$ cat src/hdl/rsi_pkg.sv
// rsi_pkg: shared types and constants for the ray/sphere intersect block.
// Used by the cell modules and the top level. No dependencies.
package rsi_pkg;

  // Width of the distance result, fixed by the interface.
  localparam int unsigned OUT_W = 32;

  // Per-request control flags that travel along both cell rows.
  typedef struct packed {
    logic org_in;  // origin strictly inside the sphere
    logic nneg;    // r*r - |oc|^2 is negative
    logic miss;    // request already known to miss
  } rsi_flags_t;

endpackage

$ cat src/hdl/rsi_sqrt_cell.sv
// rsi_sqrt_cell: one digit-by-digit integer square root step, one root bit per cell.
// Depends on rsi_pkg (rsi_flags_t).
module rsi_sqrt_cell #(
  parameter int unsigned SW = 50,  // root width
  parameter int unsigned XW = 8    // side data carried along
) (
  input  logic                clk_i,
  input  logic                rst_ni,
  input  logic                en_i,
  input  logic                vld_i,
  input  rsi_pkg::rsi_flags_t flags_i,
  input  logic [SW+1:0]       rem_i,
  input  logic [SW-1:0]       root_i,
  input  logic [2*SW-1:0]     rad_i,
  input  logic [XW-1:0]       x_i,
  output logic                vld_o,
  output rsi_pkg::rsi_flags_t flags_o,
  output logic [SW+1:0]       rem_o,
  output logic [SW-1:0]       root_o,
  output logic [2*SW-1:0]     rad_o,
  output logic [XW-1:0]       x_o
);
  import rsi_pkg::*;

  logic [SW+3:0]   trial, cand, diff;
  logic            ge;
  logic            vld_q;
  rsi_flags_t      flags_q;
  logic [SW+1:0]   rem_q, rem_d;
  logic [SW-1:0]   root_q, root_d;
  logic [2*SW-1:0] rad_q, rad_d;
  logic [XW-1:0]   x_q;

  // bring down two radicand bits, try root*4+1
  always_comb begin
    trial  = {rem_i, rad_i[2*SW-1 -: 2]};
    cand   = {2'b00, root_i, 2'b01};
    diff   = trial - cand;
    ge     = (trial >= cand);
    rem_d  = ge ? diff[SW+1:0] : trial[SW+1:0];
    root_d = {root_i[SW-2:0], ge};
    rad_d  = {rad_i[2*SW-3:0], 2'b00};
  end

  always_ff @(posedge clk_i or negedge rst_ni) begin
    if (!rst_ni) begin
      vld_q <= 1'b0;
    end else if (en_i) begin
      vld_q <= vld_i;
    end
  end

  always_ff @(posedge clk_i) begin
    if (en_i) begin
      flags_q <= flags_i;
      rem_q   <= rem_d;
      root_q  <= root_d;
      rad_q   <= rad_d;
      x_q     <= x_i;
    end
  end

  assign vld_o   = vld_q;
  assign flags_o = flags_q;
  assign rem_o   = rem_q;
  assign root_o  = root_q;
  assign rad_o   = rad_q;
  assign x_o     = x_q;

endmodule

$ cat config.mk
export PLATFORM = sky130hd
export DESIGN_NAME = rsi_sqrt_cell
export DESIGN_NICKNAME = d
export VERILOG_FILES = /design/src/hdl/rsi_pkg.sv /design/src/hdl/rsi_sqrt_cell.sv
export SDC_FILE = /design/constraint.sdc
export NUM_CORES = 1
export LEC_CHECK = 0
export BUFFER_PORTS_ARGS = -buffer_cell sky130_fd_sc_hd__buf_4
export CORE_AREA = 3 3 166 168
export CTS_CLUSTER_SIZE = 30
export DETAILED_ROUTE_END_ITERATION = 10
export DIE_AREA = 0 0 169 171
export PLACE_DENSITY = 0.78
export SETUP_SLACK_MARGIN = 0.4
export SYNTH_ARGS = -nofsm -noshare
export SYNTH_HDL_FRONTEND = slang
export SYNTH_SLANG_ARGS = --single-unit
$ cat constraint.sdc
create_clock -name clk_i -period 0.8 [get_ports clk_i]
set_input_delay 0.04 -clock clk_i [delete_from_list [all_inputs] [get_ports clk_i]]
set_output_delay 0.04 -clock clk_i [all_outputs]
set_load 0.01 [all_outputs]
==> impl_metrics.prom <==
# TYPE chip_impl_metric gauge
chip_impl_info{name="result_of_the_run",value="finished with violations"} 1
chip_impl_info{name="failed_checks",value="hold timing, setup timing"} 1
chip_impl_metric{name="placed_cell_area",unit="mm^2"} 0.0155
chip_impl_metric{name="post_cts_clock_slew_at_the_launch_and_capture_registers_of_the_worst_setup_and_hold_paths",unit="ns"} 0.07
chip_impl_metric{name="share_clk_of_total_power",unit="%"} 31.0
chip_impl_metric{name="yosysUniqueCellTypes",unit=""} 67
chip_impl_metric{name="gate_power_share",unit="%"} 28.5
chip_impl_metric{name="final-seq-area",unit="mm^2"} 0.00636
chip_impl_metric{name="netlist_instances",unit=""} 840
chip_impl_metric{name="timing.max_cap.violations",unit=""} 0
chip_impl_metric{name="grt_max_degree",unit=""} 35
chip_impl_metric{name="layout_worst_path_cycle_share",unit="%"} 264
chip_impl_metric{name="synth.yosys.seq_area_share",unit="%"} 62.0
chip_impl_metric{name="final-setup-viol-count",unit=""} 265
chip_impl_metric{name="core_area",unit="mm^2"} 0.0261
chip_impl_metric{name="row_count",unit=""} 59
chip_impl_metric{name="timing_max_transition_violations_final",unit=""} 0
chip_impl_metric{name="cellPowerDensity",unit="mW/mm^2"} 1920
chip_impl_metric{name="placement.setup.worst_slack",unit="ns"} -1.97
chip_impl_metric{name="ys_warn_count",unit=""} 0
chip_impl_metric{name="fin_ws",unit="ns"} -1.32
chip_impl_metric{name="first_pass_detailed_route_iteration_total",unit=""} 5
chip_impl_metric{name="detail-route-antenna-nets",unit=""} 0
chip_impl_metric{name="power.switching_fraction",unit="%"} 28.2
chip_impl_metric{name="floorplan.io_pins",unit=""} 431
chip_impl_metric{name="first_global_vias",unit=""} 10297
chip_impl_metric{name="layout-drive-gt1-share",unit="%"} 52.7
chip_impl_metric{name="cp.arrival",unit="ns"} 2.38
chip_impl_metric{name="dp_hpwl",unit="um"} 28600
chip_impl_metric{name="num_vias",unit=""} 9844
chip_impl_metric{name="maximum_clock_frequency",unit="MHz"} 473
chip_impl_metric{name="sequentialPowerShare",unit="%"} 40.5
chip_impl_metric{name="timing.critical_path.required",unit="ns"} 1.07
chip_impl_metric{name="wl_per_cell",unit="um"} 21.8
chip_impl_info{name="clock-root-buffer",value="sky130_fd_sc_hd__clkbuf_16"} 1
chip_impl_metric{name="placement.io_buffers",unit=""} 428
chip_impl_info{name="rsz_0062_raised_after_global_routing",value="yes"} 1
chip_impl_metric{name="dp.cells",unit=""} 1769
chip_impl_metric{name="worst_ir_drop_vdd",unit="V"} 0.00167
chip_impl_metric{name="n_fill_cell",unit=""} 1737
chip_impl_metric{name="skew_pair_late_insertion_delay",unit="ns"} 0.51
chip_impl_metric{name="leakagePower",unit="nW"} 8.09
chip_impl_info{name="critical_path.startpoint_type",value="input port"} 1
chip_impl_metric{name="initial_utilization",unit="%"} 39.3
chip_impl_metric{name="internal-power",unit="W"} 0.0252
chip_impl_metric{name="grt_antenna_before_repair",unit=""} 3
chip_impl_metric{name="stdcell_area",unit="mm^2"} 0.0183
chip_impl_metric{name="die_width",unit="um"} 169
chip_impl_metric{name="fin_skew",unit="ns"} 0
chip_impl_info{name="worst_setup_path_end_kind",value="flop"} 1
chip_impl_metric{name="multi_input_comb_area",unit="mm^2"} 0.00408
chip_impl_metric{name="hold_viol",unit=""} 186
chip_impl_metric{name="avgViaCountPerCell",unit=""} 5.21
chip_impl_metric{name="post_layout_nonfiller_instances",unit=""} 1888
chip_impl_metric{name="cts_num_sinks",unit=""} 212
chip_impl_metric{name="crit_path_max_fanout",unit=""} 5
chip_impl_info{name="path_class",value="input port to flop"} 1
chip_impl_metric{name="slew_headroom",unit="%"} 56.1
chip_impl_metric{name="drcViolationCount",unit=""} 0
chip_impl_info{name="synth_flop_cell",value="sky130_fd_sc_hd__edfxtp_1"} 1
chip_impl_metric{name="drt-total-wl",unit="um"} 41200
chip_impl_metric{name="synth-seq-cells",unit=""} 212
chip_impl_metric{name="final_nets",unit=""} 1801
chip_impl_metric{name="asyncSetResetFlopFracSynth",unit="%"} 0.472
chip_impl_info{name="tritoncts",value="built"} 1
chip_impl_metric{name="total_die_area",unit="mm^2"} 0.0289
chip_impl_metric{name="area_delta_synth_final",unit="%"} 78.0
chip_impl_metric{name="gp_congestion",unit=""} 0.915
chip_impl_metric{name="groute.usage.overall",unit="%"} 25.9
chip_impl_metric{name="die_height",unit="um"} 171
chip_impl_metric{name="holdWs",unit="ns"} -0.315
chip_impl_metric{name="mappedNetlistArea",unit="mm^2"} 0.0103
chip_impl_metric{name="synth_edf_count",unit=""} 211
chip_impl_metric{name="globalRoute.totalOverflow",unit=""} 0
chip_impl_metric{name="minimum_clock_period",unit="ns"} 2.12
chip_impl_info{name="hold_class",value="input port to flop"} 1
chip_impl_metric{name="cts-buffers-inserted",unit=""} 24
chip_impl_metric{name="global_route_wire_length_before_repair",unit="um"} 58100
chip_impl_metric{name="drt-initial-drc-count",unit=""} 618
chip_impl_metric{name="syn_area_per_cell",unit="um^2"} 12.2
chip_impl_metric{name="cts_max_path_buffers",unit=""} 3
chip_impl_metric{name="utilization",unit="%"} 70.0
chip_impl_metric{name="htree_num_levels",unit=""} 1
chip_impl_metric{name="total_switching_power",unit="W"} 0.00987
chip_impl_metric{name="timing_worst_slew_pin_value",unit="ns"} 0.642
[critical path, cell delays in order]
cell and delay, ns:
sky130_fd_sc_hd__buf_8 0.10, sky130_fd_sc_hd__inv_4 0.05, sky130_fd_sc_hd__ha_4 0.21, sky130_fd_sc_hd__buf_4 0.14
sky130_fd_sc_hd__o211ai_1 0.28, sky130_fd_sc_hd__o21ai_2 0.12, sky130_fd_sc_hd__a31o_4 0.29, sky130_fd_sc_hd__o21ai_4 0.16
sky130_fd_sc_hd__a21oi_2 0.09, sky130_fd_sc_hd__a221oi_2 0.23, sky130_fd_sc_hd__buf_4 0.16, sky130_fd_sc_hd__o21ai_2 0.11
sky130_fd_sc_hd__a21oi_1 0.18, sky130_fd_sc_hd__xor2_1 0.14, sky130_fd_sc_hd__o21ai_0 0.08
[area by class of cell]
class	instances	area share, %
Antenna cell	3	0.0411
Clock inverter	18	0.733
Multi-Input combinational cell	525	22.4
Clock buffer	26	3.45
Timing Repair Buffer	703	34.8
Tap cell	335	2.30
Sequential cell	212	34.9
Inverter	66	1.47
[power groups by stage]
stage / logic (W) / clock network [W] / registers (W)
2_1_floorplan: 0.00270 / 0 / 0.0147
3_3_place_gp: 0.00805 / 0 / 0.0141
3_5_place_dp: 0.00823 / 0 / 0.0142
4_1_cts: 0.00947 / 0.0109 / 0.0141
5_1_grt: 0.0106 / 0.0115 / 0.0143
6_report: 0.00999 / 0.0109 / 0.0142
[per-stage QoR]
step	total power (W)	TNS, ns
3_5_place_dp	0.0224	-106.87
2_1_floorplan	0.0174	-77.46
4_1_cts	0.0345	-128.60
5_1_grt	0.0364	-140.95
3_3_place_gp	0.0222	-102.43
6_report	0.0351	-128.34
[logic make-up (layout without fill, tap and decap cells)]
kind of cell	Yosys count	after routing	synth area share [%]
AO/OA/AOI/OAI	222	222	13.6
flip-flops	212	212	62.0
AND/OR/NAND/NOR	194	194	8.97
buffers and inverters	104	813	4.20
adder cells (fa/ha/maj)	52	52	6.35
XOR/XNOR	49	49	4.19
multiplexers	6	6	0.635
other	1	5	0.0366
[metal layers]
metal,GRT usage (%),routed length (um),vias up
met5,0,0,-
met4,11.2,1920,0
met3,6.65,3360,113
met2,49.1,21800,470
met1,27.0,14100,4776
li1,-,-,4485
[worst paths after layout]
path,slack (ns),cells past startpoint,start,endpoint
min reg2reg,0.54,1,vld_o,vld_o
min,-0.31,1,rad_i[22],rad_o[24]
min in group asynchronous,-0.14,2,rst_ni,vld_o
max reg2reg,0.04,1,vld_o,vld_o
max in group asynchronous,0.85,2,rst_ni,vld_o
max,-1.32,15,root_i[0],rem_o[49]
[layout by cell type (no fill, tap or decap), types with 10 or more instances in the layout]
cell,netlist,layout
sky130_fd_sc_hd__buf_4,2,446
sky130_fd_sc_hd__o21ai_2,1,12
sky130_fd_sc_hd__dlygate4sd3_1,0,28
sky130_fd_sc_hd__nand3_1,13,11
sky130_fd_sc_hd__inv_1,66,57
sky130_fd_sc_hd__a21oi_1,61,53
sky130_fd_sc_hd__xnor2_1,25,23
sky130_fd_sc_hd__edfxtp_1,211,211
sky130_fd_sc_hd__o21ai_1,8,34
sky130_fd_sc_hd__a21o_1,31,31
sky130_fd_sc_hd__nand4_1,18,18
sky130_fd_sc_hd__nor3_1,10,10
sky130_fd_sc_hd__xor2_1,24,24
sky130_fd_sc_hd__ha_1,52,30
sky130_fd_sc_hd__clkbuf_16,0,26
sky130_fd_sc_hd__o21ai_0,66,26
sky130_fd_sc_hd__ha_4,0,20
sky130_fd_sc_hd__nor2_1,29,23
sky130_fd_sc_hd__nand2_1,88,81
sky130_fd_sc_hd__buf_6,1,207
[registers in the layout, indices dropped and copies added (netlist names)]
register / count
flags_o: 3
root_o: 50
rad_o: 98
rem_o: 52
vld_o: 1
x_o: 8
[timing repair]
action	CTS	global route
pin swaps	41	8
gates cloned	2	1
hold endpoints to repair	213	211
endpoints found under the setup margin	266	283
hold buffers	20	25
resized for setup	283	72
buffers inserted	29	5
[synthesized netlist by cell type, drive strengths merged (2+ instances only)]
library cell	n	area share, %
edfxtp	211	62
nand2	88	3.2
o21ai	75	3.7
inv	66	2.4
a21oi	64	3.3
ha	52	6.3
a21o	31	2.3
nor2	29	1.1
xnor2	25	2.1
xor2	24	2.1
buf	23	1.2
nand4	18	1.1
clkbuf	15	0.55
nand3	13	0.63
nor3	10	0.49
and3	7	0.43
o21bai	7	0.51
nand2b	6	0.37
a31oi	5	0.31
o211ai	5	0.37
o31ai	5	0.55
or3	5	0.31
a21boi	4	0.29
mux2	4	0.44
o21a	4	0.29
a2111oi	3	0.26
and2	3	0.18
nor2b	3	0.18
a211oi	2	0.15
and4	2	0.17
mux2i	2	0.20
nor3b	2	0.15
nor4	2	0.18
o221ai	2	0.17
or2	2	0.12
Note: power is estimated with default switching activity, not from simulation.
