$ cat config.mk
export PLATFORM = sky130hd
export DESIGN_NAME = rsi_div_cell
export DESIGN_NICKNAME = d
export VERILOG_FILES = /design/src/hdl/rsi_pkg.sv /design/src/hdl/rsi_div_cell.sv
export SDC_FILE = /design/constraint.sdc
export NUM_CORES = 1
export LEC_CHECK = 0
export BUFFER_PORTS_ARGS = -buffer_cell sky130_fd_sc_hd__buf_2
export CORE_AREA = 10 10 178 180
export CTS_CLUSTER_DIAMETER = 80
export CTS_CLUSTER_SIZE = 14
export DETAILED_ROUTE_END_ITERATION = 8
export DIE_AREA = 0 0 188 190
export MAX_ROUTING_LAYER = met4
export PLACE_DENSITY = 0.73
export SYNTH_ARGS = -nofsm -noshare
export SYNTH_HDL_FRONTEND = slang
export SYNTH_SLANG_ARGS = --single-unit
$ cat constraint.sdc
create_clock -name clk_i -period 2.6 [get_ports clk_i]
set_clock_uncertainty 0.15 [all_clocks]
set_input_delay 0.26 -clock clk_i [delete_from_list [all_inputs] [get_ports clk_i]]
set_output_delay 0.26 -clock clk_i [all_outputs]
set_load 0.005 [all_outputs]
$ cat src/hdl/rsi_pkg.sv
// rsi_pkg: shared types and constants for the ray/sphere intersect block.
// Used by the cell modules and the top level. No dependencies.
package rsi_pkg;

  // Width of the distance result, fixed by the interface.
  localparam int unsigned OUT_W = 32;

  // Per-request control flags that travel along both cell rows.
  typedef struct packed {
    logic org_in;  // origin strictly inside the sphere
    logic nneg;    // r*r - |oc|^2 is negative
    logic miss;    // request already known to miss
  } rsi_flags_t;

endpackage

$ cat src/hdl/rsi_div_cell.sv
// rsi_div_cell: one restoring-division step, one quotient bit per cell.
// Depends on rsi_pkg (rsi_flags_t).
module rsi_div_cell #(
  parameter int unsigned DW = 64,  // divisor / remainder width
  parameter int unsigned NW = 98,  // dividend / quotient width
  parameter int unsigned XW = 8    // side data carried along
) (
  input  logic                clk_i,
  input  logic                rst_ni,
  input  logic                en_i,
  input  logic                vld_i,
  input  rsi_pkg::rsi_flags_t flags_i,
  input  logic [DW-1:0]       d_i,
  input  logic [DW-1:0]       rem_i,
  input  logic [NW-1:0]       num_i,
  input  logic [XW-1:0]       x_i,
  output logic                vld_o,
  output rsi_pkg::rsi_flags_t flags_o,
  output logic [DW-1:0]       d_o,
  output logic [DW-1:0]       rem_o,
  output logic [NW-1:0]       num_o,
  output logic [XW-1:0]       x_o
);
  import rsi_pkg::*;

  logic [DW:0]   trial;
  logic [DW:0]   diff;
  logic          ge;
  logic          vld_q;
  rsi_flags_t    flags_q;
  logic [DW-1:0] d_q, rem_q, rem_d;
  logic [NW-1:0] num_q, num_d;
  logic [XW-1:0] x_q;

  // shift in the next dividend bit; the quotient bit fills the freed slot
  always_comb begin
    trial = {rem_i, num_i[NW-1]};
    diff  = trial - {1'b0, d_i};
    ge    = (trial >= {1'b0, d_i});
    rem_d = ge ? diff[DW-1:0] : trial[DW-1:0];
    num_d = {num_i[NW-2:0], ge};
  end

  always_ff @(posedge clk_i or negedge rst_ni) begin
    if (!rst_ni) begin
      vld_q <= 1'b0;
    end else if (en_i) begin
      vld_q <= vld_i;
    end
  end

  always_ff @(posedge clk_i) begin
    if (en_i) begin
      flags_q <= flags_i;
      d_q     <= d_i;
      rem_q   <= rem_d;
      num_q   <= num_d;
      x_q     <= x_i;
    end
  end

  assign vld_o   = vld_q;
  assign flags_o = flags_q;
  assign d_o     = d_q;
  assign rem_o   = rem_q;
  assign num_o   = num_q;
  assign x_o     = x_q;

endmodule

==> results of run 1 <==
==> synthesized netlist by cell type (all sizes together), types with 9 or more instances <==
cell type,instances
a21o,31
ha,64
o211ai,9
nand4,22
nor2,49
edfxtp,237
nand2,66
a21oi,88
o21ai,43
xor2,26
a31oi,11
inv,80
nand3,11
clkbuf,23
mux2,62
xnor2,32
o21bai,18
nor3,16
==> per-layer routing <==
| metal | vias to the layer above | GRT usage | share of wire |
|---|---|---|---|
| li1 | 5617 | - | - |
| met1 | 5987 | 0.320 | 0.36 |
| met2 | 623 | 0.535 | 0.53 |
| met3 | 133 | 0.0438 | 0.066 |
| met4 | 0 | 0.121 | 0.047 |
| met5 | - | - | 0 |
==> sequential cells by signal, indices dropped and copies added (netlist names) <==
register	flops
x_o	8
d_o	64
num_o	98
vld_o	1
flags_o	3
rem_o	64
==> through the flow <==
stage / power, mW / hold WS [ps] / worst slack [ps] / setup TNS [ps] / cell area, µm²
floorplan: 6.26 / -186 / -441 / -25450 / 12700
detailed placement: 7.84 / -113 / -842 / -47150 / 17300
CTS: 11.5 / 2.37 / -101 / -2890 / 21100
finish: 11.7 / 24.1 / -200 / -6820 / 21500
global route: 12.1 / 25.8 / -251 / -10350 / 21500
global placement: 7.78 / -114 / -767 / -44210 / 17300
==> cells by family (layout without fill, tap and decap cells) <==
| kind of cell | count (synthesis) | in the layout |
|---|---|---|
| xor+xnor | 58 | 58 |
| buf+inv | 111 | 1111 |
| other cells | 0 | 7 |
| flops | 238 | 238 |
| fa+ha+maj | 65 | 65 |
| compound gates | 240 | 240 |
| mux | 65 | 65 |
| simple gates | 198 | 198 |
==> cell type report <==
type	instances	area share
multi-input combinational	626	0.263
clock buffer	28	0.0257
clock inverter	4	0.00361
timing repair buffer	999	0.338
tap	384	0.0224
antenna	7	0.000815
sequential	238	0.332
inverter	80	0.0149
==> cell usage in the layout, fill, tap and decap left out, types with 10 or more instances in the layout <==
cell type      count
a21o_1            31
a21oi_1           64
a21oi_2           13
a21oi_4           11
buf_12            11
buf_2            462
buf_4            264
buf_6             19
clkbuf_16         23
dlygate4sd3_1    235
edfxtp_1         237
ha_1              32
ha_4              30
inv_1             60
inv_2             14
mux2_2            10
mux2_4            52
nand2_1           54
nand3_1           10
nand4_1           22
nor2_1            43
nor3_1            14
o21ai_0           27
o21bai_1          16
xnor2_1           30
xor2_1            26
==> timing repair <==
item	CTS	global route
setup endpoints to repair	64	64
buffers inserted	24	14
cloned	3	2
pin swaps	33	39
hold buffers	235	0
gates resized for setup	112	62
hold endpoints to repair	240	0
==> power by group <==
group / switching, mW / internal (mW)
combinational: 1.74 / 1.99
clock: 1.47 / 1.68
sequential: 0.130 / 4.70
total: 3.34 / 8.37
==> final timing paths <==
check                      cells past startpoint  slack, ps               from                  end
setup / recovery                              17       -200             d_i[4]  rem_o[25]$_DFFE_PP_
hold / removal                                 3         20          rem_i[57]  rem_o[58]$_DFFE_PP_
setup reg to reg                               1       1710  vld_o$_DFFE_PN0P_    vld_o$_DFFE_PN0P_
hold reg to reg                                1        360  vld_o$_DFFE_PN0P_    vld_o$_DFFE_PN0P_
max in group asynchronous                      3       1720             rst_ni    vld_o$_DFFE_PN0P_
min in group asynchronous                      3        460             rst_ni    vld_o$_DFFE_PN0P_
==> flow_metrics.env, run 1 <==
export IMPL_status="finished with violations"
export IMPL_violations="negative setup slack"
export IMPL_fmax_ghz=0.357
export IMPL_crit_path_start_kind="input pin"
export IMPL_place_congestion=0.958
export IMPL_slew_headroom=0.701
export IMPL_hpwlAfterDp_um=36800
export IMPL_synth_edf_count=237
export IMPL_place_inst=2056
export IMPL_initial_core_util=0.436
export IMPL_yosysUniqueCellTypes=56
export IMPL_fillerInstances=1796
export IMPL_critPathSlowestCell="a211oi_4"
export IMPL_setup_violations=64
export IMPL_path_clk_slew_ps=80
export IMPL_syn_avg_cell_area_um2=12.6
export IMPL_via_per_inst=5.22
export IMPL_arrival_ps=2940
export IMPL_period_share=1.08
export IMPL_peakVddDrop_uv=549
export IMPL_track_usage=0.296
export IMPL_yosysWarnings=0
export IMPL_drc=0
export IMPL_worst_ep_required_time_ps=2740
export IMPL_drt_total_wl_um=55300
export IMPL_core_mm2=0.0282
export IMPL_multi_input_area_mm2=0.00564
export IMPL_final_util=0.761
export IMPL_hold_violations=0
export IMPL_crit_top_cell="a31oi_4"
export IMPL_row_count=62
export IMPL_ys_top_cells_by_area="edfxtp_1, ha_1, mux2_4, a21oi_1, inv_1"
export IMPL_root_buffer="clkbuf_16"
export IMPL_clockBufferDepth=3
export IMPL_worst_slew_pin_slew_ps=444
export IMPL_clk_latency_ps=520
export IMPL_ios=479
export IMPL_die_h_um=190
export IMPL_numCtsBuffers=21
export IMPL_grt_pass1_wl_um=80000
export IMPL_drv_slew=0
export IMPL_nets=2272
export IMPL_p_leak_nw=9.63
export IMPL_wl_per_cell_um=23.4
export IMPL_htree_levels=1
export IMPL_path_max_fanout=7
export IMPL_synth_top_area_frac=0.578
export IMPL_die_x_um=188
export IMPL_area_growth_pct=74.7
export IMPL_final_cells=2366
export IMPL_synthAdderAreaFrac=0.0667
export IMPL_synth_xor_area_share=0.0413
export IMPL_dieArea_mm2=0.0357
export IMPL_cp_num_buf_inv=6
export IMPL_maxCapViolCount=0
export IMPL_tritoncts="done"
export IMPL_grt_overflow_total=0
export IMPL_port_buffers=478
export IMPL_rsz0062_at_grt="true"
export IMPL_cts_sinks=238
export IMPL_end_kind="flop"
export IMPL_synthCells=975
export IMPL_crit_path_max_incr_delay_ps=300
export IMPL_ant_nets=0
export IMPL_grt_start_max_net_pins=72
export IMPL_layout_drive_gt1_share=0.501
export IMPL_synth_flop_cell="edfxtp_1"
export IMPL_synth_area_leader_cell="edfxtp_1"
export IMPL_synth_compound_area_frac=0.126
export IMPL_syn_nets=1281
export IMPL_first_global_vias=12900
export IMPL_path_cells="buf_8 -> inv_8 -> ha_4 -> nand2_4 -> a211oi_4 -> nor2_4 -> o21bai_4 -> a31oi_4 -> o41ai_4 -> buf_4 -> a31oi_4 -> o21ai_4 -> a31oi_4 -> buf_12 -> buf_12 -> clkbuf_16 -> mux2_4"
export IMPL_path_delay_family="compound AO/OA/AOI/OAI gates"
export IMPL_synth_top_family_by_area="compound AO/OA/AOI/OAI gates"
export IMPL_vias=12400
export IMPL_seq_area_mm2=0.00714
export IMPL_synth_area_mux_share=0.0732
export IMPL_power_density_mw_per_mm2=545
export IMPL_yosysSeqAreaShare=0.580
export IMPL_drt_initial_drc_count=974
export IMPL_setup_ws_ps=-200
export IMPL_firstDrtPassIters=5
export IMPL_grt_antenna_before_repair=7
export IMPL_async_flop_share=0.00420
export IMPL_worstHoldPathType="in2reg"
export IMPL_synth_seq_cells=238
export IMPL_path_class="in2reg"
export IMPL_synthesis_area_mm2=0.0123
export IMPL_fin_crit_ps=2800
export IMPL_synth_simple_area_share=0.0748
(Power assumes the default switching activity.)
==> run 2: changes to the inputs <==
ABC_AREA = 1   (was default)
CORE_AREA = 2 2 186 188   (was 10 10 178 180)
PLACE_DENSITY = 0.69   (was 0.73)
SLEW_MARGIN = 10   (was default)
==> run 2 against run 1 <==
  * The flow now finishes without violations
  * Via count rose by 25%
  * Worst setup slack improved by 260 ps
  * Critical path depth fell by 1
  * Combinational power fell by 10%
  * Sequential share of layout area fell by 1.1 points
  * Worst hold slack improved by 18 ps
  * Clock-buffer cell count rose by 1
  * Power fell by 3.1%
  * Maximum frequency rose by 10%
  * Cell area rose by 3.4%
  * Global-route usage rose by 3.9 points
  * Clock power rose by 1%
==> flow_metrics.env, run 2 <==
export IMPL_place_congestion=0.952
export IMPL_grt_pass1_wl_um=87900
export IMPL_fillerInstances=2837
export IMPL_via_per_inst=4.88
export IMPL_arrival_ps=2690
export IMPL_cts_sinks=238
export IMPL_htree_levels=1
export IMPL_crit_path_start_kind="input pin"
export IMPL_synth_top_area_frac=0.494
export IMPL_place_inst=2869
export IMPL_worstHoldPathType="in2reg"
export IMPL_yosysWarnings=0
export IMPL_nets=2994
export IMPL_wl_per_cell_um=19.5
export IMPL_p_comb_frac=0.295
export IMPL_drt_total_wl_um=61500
export IMPL_worst_slew_pin_slew_ps=483
export IMPL_synth_edf_count=237
export IMPL_synth_area_leader_cell="edfxtp_1"
export IMPL_synthesis_area_mm2=0.0144
export IMPL_ios=479
export IMPL_drt_initial_drc_count=1062
export IMPL_rsz0062_at_grt="true"
export IMPL_firstDrtPassIters=5
export IMPL_port_buffers=478
export IMPL_status="finished, final reports clean"
export IMPL_final_common_cell="nand2_1"
export IMPL_ys_top_cells_by_area="edfxtp_1, nand2_1, inv_1, ha_1, nand3_1"
export IMPL_root_buffer="clkbuf_16"
export IMPL_die_h_um=190
export IMPL_first_global_vias=15300
export IMPL_row_count=68
export IMPL_layout_drive_gt1_share=0.305
export IMPL_setup_violations=0
export IMPL_power_frac_seq=0.423
export IMPL_fmax_ghz=0.394
export IMPL_maxCapViolCount=0
export IMPL_yosysMostFrequentCell="nand2_1"
export IMPL_path_clk_slew_ps=80
export IMPL_power_density_mw_per_mm2=511
export IMPL_path_max_fanout=9
export IMPL_hold_violations=0
export IMPL_end_kind="flop"
export IMPL_grt_overflow_total=0
export IMPL_grt_antenna_before_repair=2
export IMPL_track_usage=0.335
export IMPL_yosys_top_cells_count="nand2_1, inv_1, edfxtp_1, nand3_1, nor2_1"
export IMPL_grt_start_max_net_pins=89
export IMPL_worst_ep_required_time_ps=2750
export IMPL_die_x_um=188
export IMPL_largest_register_ffs=98
export IMPL_dieArea_mm2=0.0357
export IMPL_period_share=0.977
export IMPL_async_flop_share=0.00420
export IMPL_hpwlAfterDp_um=43800
export IMPL_clockBufferDepth=3
export IMPL_yosysUniqueCellTypes=38
export IMPL_vias=15400
export IMPL_ant_nets=0
export IMPL_peakVddDrop_uv=430
export IMPL_synth_flop_cell="edfxtp_1"
export IMPL_p_leak_nw=11.5
export IMPL_slew_headroom=0.678
export IMPL_p_sw_frac=0.313
export IMPL_pwr_share_clk=0.282
export IMPL_yosysSeqAreaShare=0.495
export IMPL_area_growth_pct=54.1
export IMPL_switching_power_mw=3.56
export IMPL_clk_latency_ps=540
export IMPL_numCtsBuffers=23
export IMPL_tritoncts="done"
export IMPL_drc=0
export IMPL_finalSetupTns_ps=0
export IMPL_synthCells=1811
export IMPL_syn_nets=2117
export IMPL_syn_avg_cell_area_um2=7.96
export IMPL_initial_core_util=0.425
export IMPL_drv_slew=0
export IMPL_fin_crit_ps=2540
export IMPL_intPower_mw=7.79
export IMPL_path_class="in2reg"
export IMPL_synth_seq_cells=238
export IMPL_final_cells=3156
export IMPL_final_cell_mix="nand2_1, buf_2, inv_1"
export IMPL_core_mm2=0.0339
## run 2: stage by stage
step	utilization	total power, mW	cell area [µm²]	hold WS, ps	setup slack (ps)
final	0.655	11.3	22200	41.8	59.6
after global routing	0.655	11.8	22200	66.9	-59.5
after CTS	0.633	11.1	21500	21.4	0.712
after detailed placement	0.543	7.65	18400	-109	-196
after global placement	0.543	7.62	18400	-114	-222
after floorplan	-	6.17	14400	-186	395
## run 2: cell families (layout without fill, tap and decap cells)
family / Yosys count / count (layout) / share of synthesized area
DFF: 238 / 238 / 0.495
and+or+nand+nor: 1009 / 1010 / 0.298
adders and majority gates: 65 / 65 / 0.0569
xor gates and xnor gates: 31 / 31 / 0.0188
muxes: 1 / 1 / 0.000781
other: 0 / 2 / 0
buffers and inverters: 413 / 1300 / 0.111
AOI/OAI and AO/OA: 54 / 54 / 0.0199
## run 2: cell type report
cell class | count | area (µm²) | area share
sequential | 238 | 7140 | 0.321
multi-input combinational | 1161 | 6230 | 0.280
timing repair buffer | 870 | 6140 | 0.276
inverter | 394 | 1480 | 0.0666
clock buffer | 29 | 598 | 0.0269
tap | 455 | 569 | 0.0256
clock inverter | 7 | 63.8 | 0.00287
antenna | 2 | 5.00 | 0.000225
## run 2: critical path, cell delays in order
cell           delay, ps
dlygate4sd3_1        530
buf_2                140
ha_1                 350
nand2_2              120
nor2_2                50
nand2_1              120
inv_2                 80
nand3_1              110
nor2_1                60
nand2_2               80
nand3_4               90
nor2_8               190
nand2_8              150
buf_12               180
nand3_1               90
nand2_1               90
## run 2: power groups by stage
| stage | sequential, mW | clock (mW) | combinational, mW |
|---|---|---|---|
| 2_1_floorplan | 4.91 | 0 | 1.25 |
| 3_3_place_gp | 4.86 | 0 | 2.76 |
| 3_5_place_dp | 4.86 | 0 | 2.79 |
| 4_1_cts | 4.78 | 3.24 | 3.09 |
| 5_1_grt | 4.83 | 3.35 | 3.63 |
| 6_report | 4.80 | 3.20 | 3.34 |
## run 2: worst paths after layout
path | from | endpoint | slack [ps] | depth (start not counted)
max in group asynchronous | rst_ni | vld_o$_DFFE_PN0P_ | 1770 | 3
worst min register to register | vld_o$_DFFE_PN0P_ | vld_o$_DFFE_PN0P_ | 940 | 2
min in group asynchronous | rst_ni | vld_o$_DFFE_PN0P_ | 410 | 3
worst min-delay path | rem_i[45] | rem_o[46]$_DFFE_PP_ | 40 | 4
worst max register to register | vld_o$_DFFE_PN0P_ | vld_o$_DFFE_PN0P_ | 1120 | 2
worst max-delay path | rem_i[47] | rem_o[39]$_DFFE_PP_ | 60 | 16
## run 2: what timing repair did
| item | 4_1_cts | 5_1_grt |
|---|---|---|
| endpoints found under the setup margin | 0 | 65 |
| endpoints found under the hold margin | 246 | 0 |
| hold buffers | 240 | 0 |
| resized for setup | 0 | 121 |
| setup buffers | 0 | 3 |
## run 2: layer usage
metal	GRT usage	routed length [µm]	vias up
li1	-	-	7399
met4	0.133	2840	0
met1	0.401	24600	7154
met5	-	0	-
met2	0.577	30000	713
met3	0.0391	4060	151
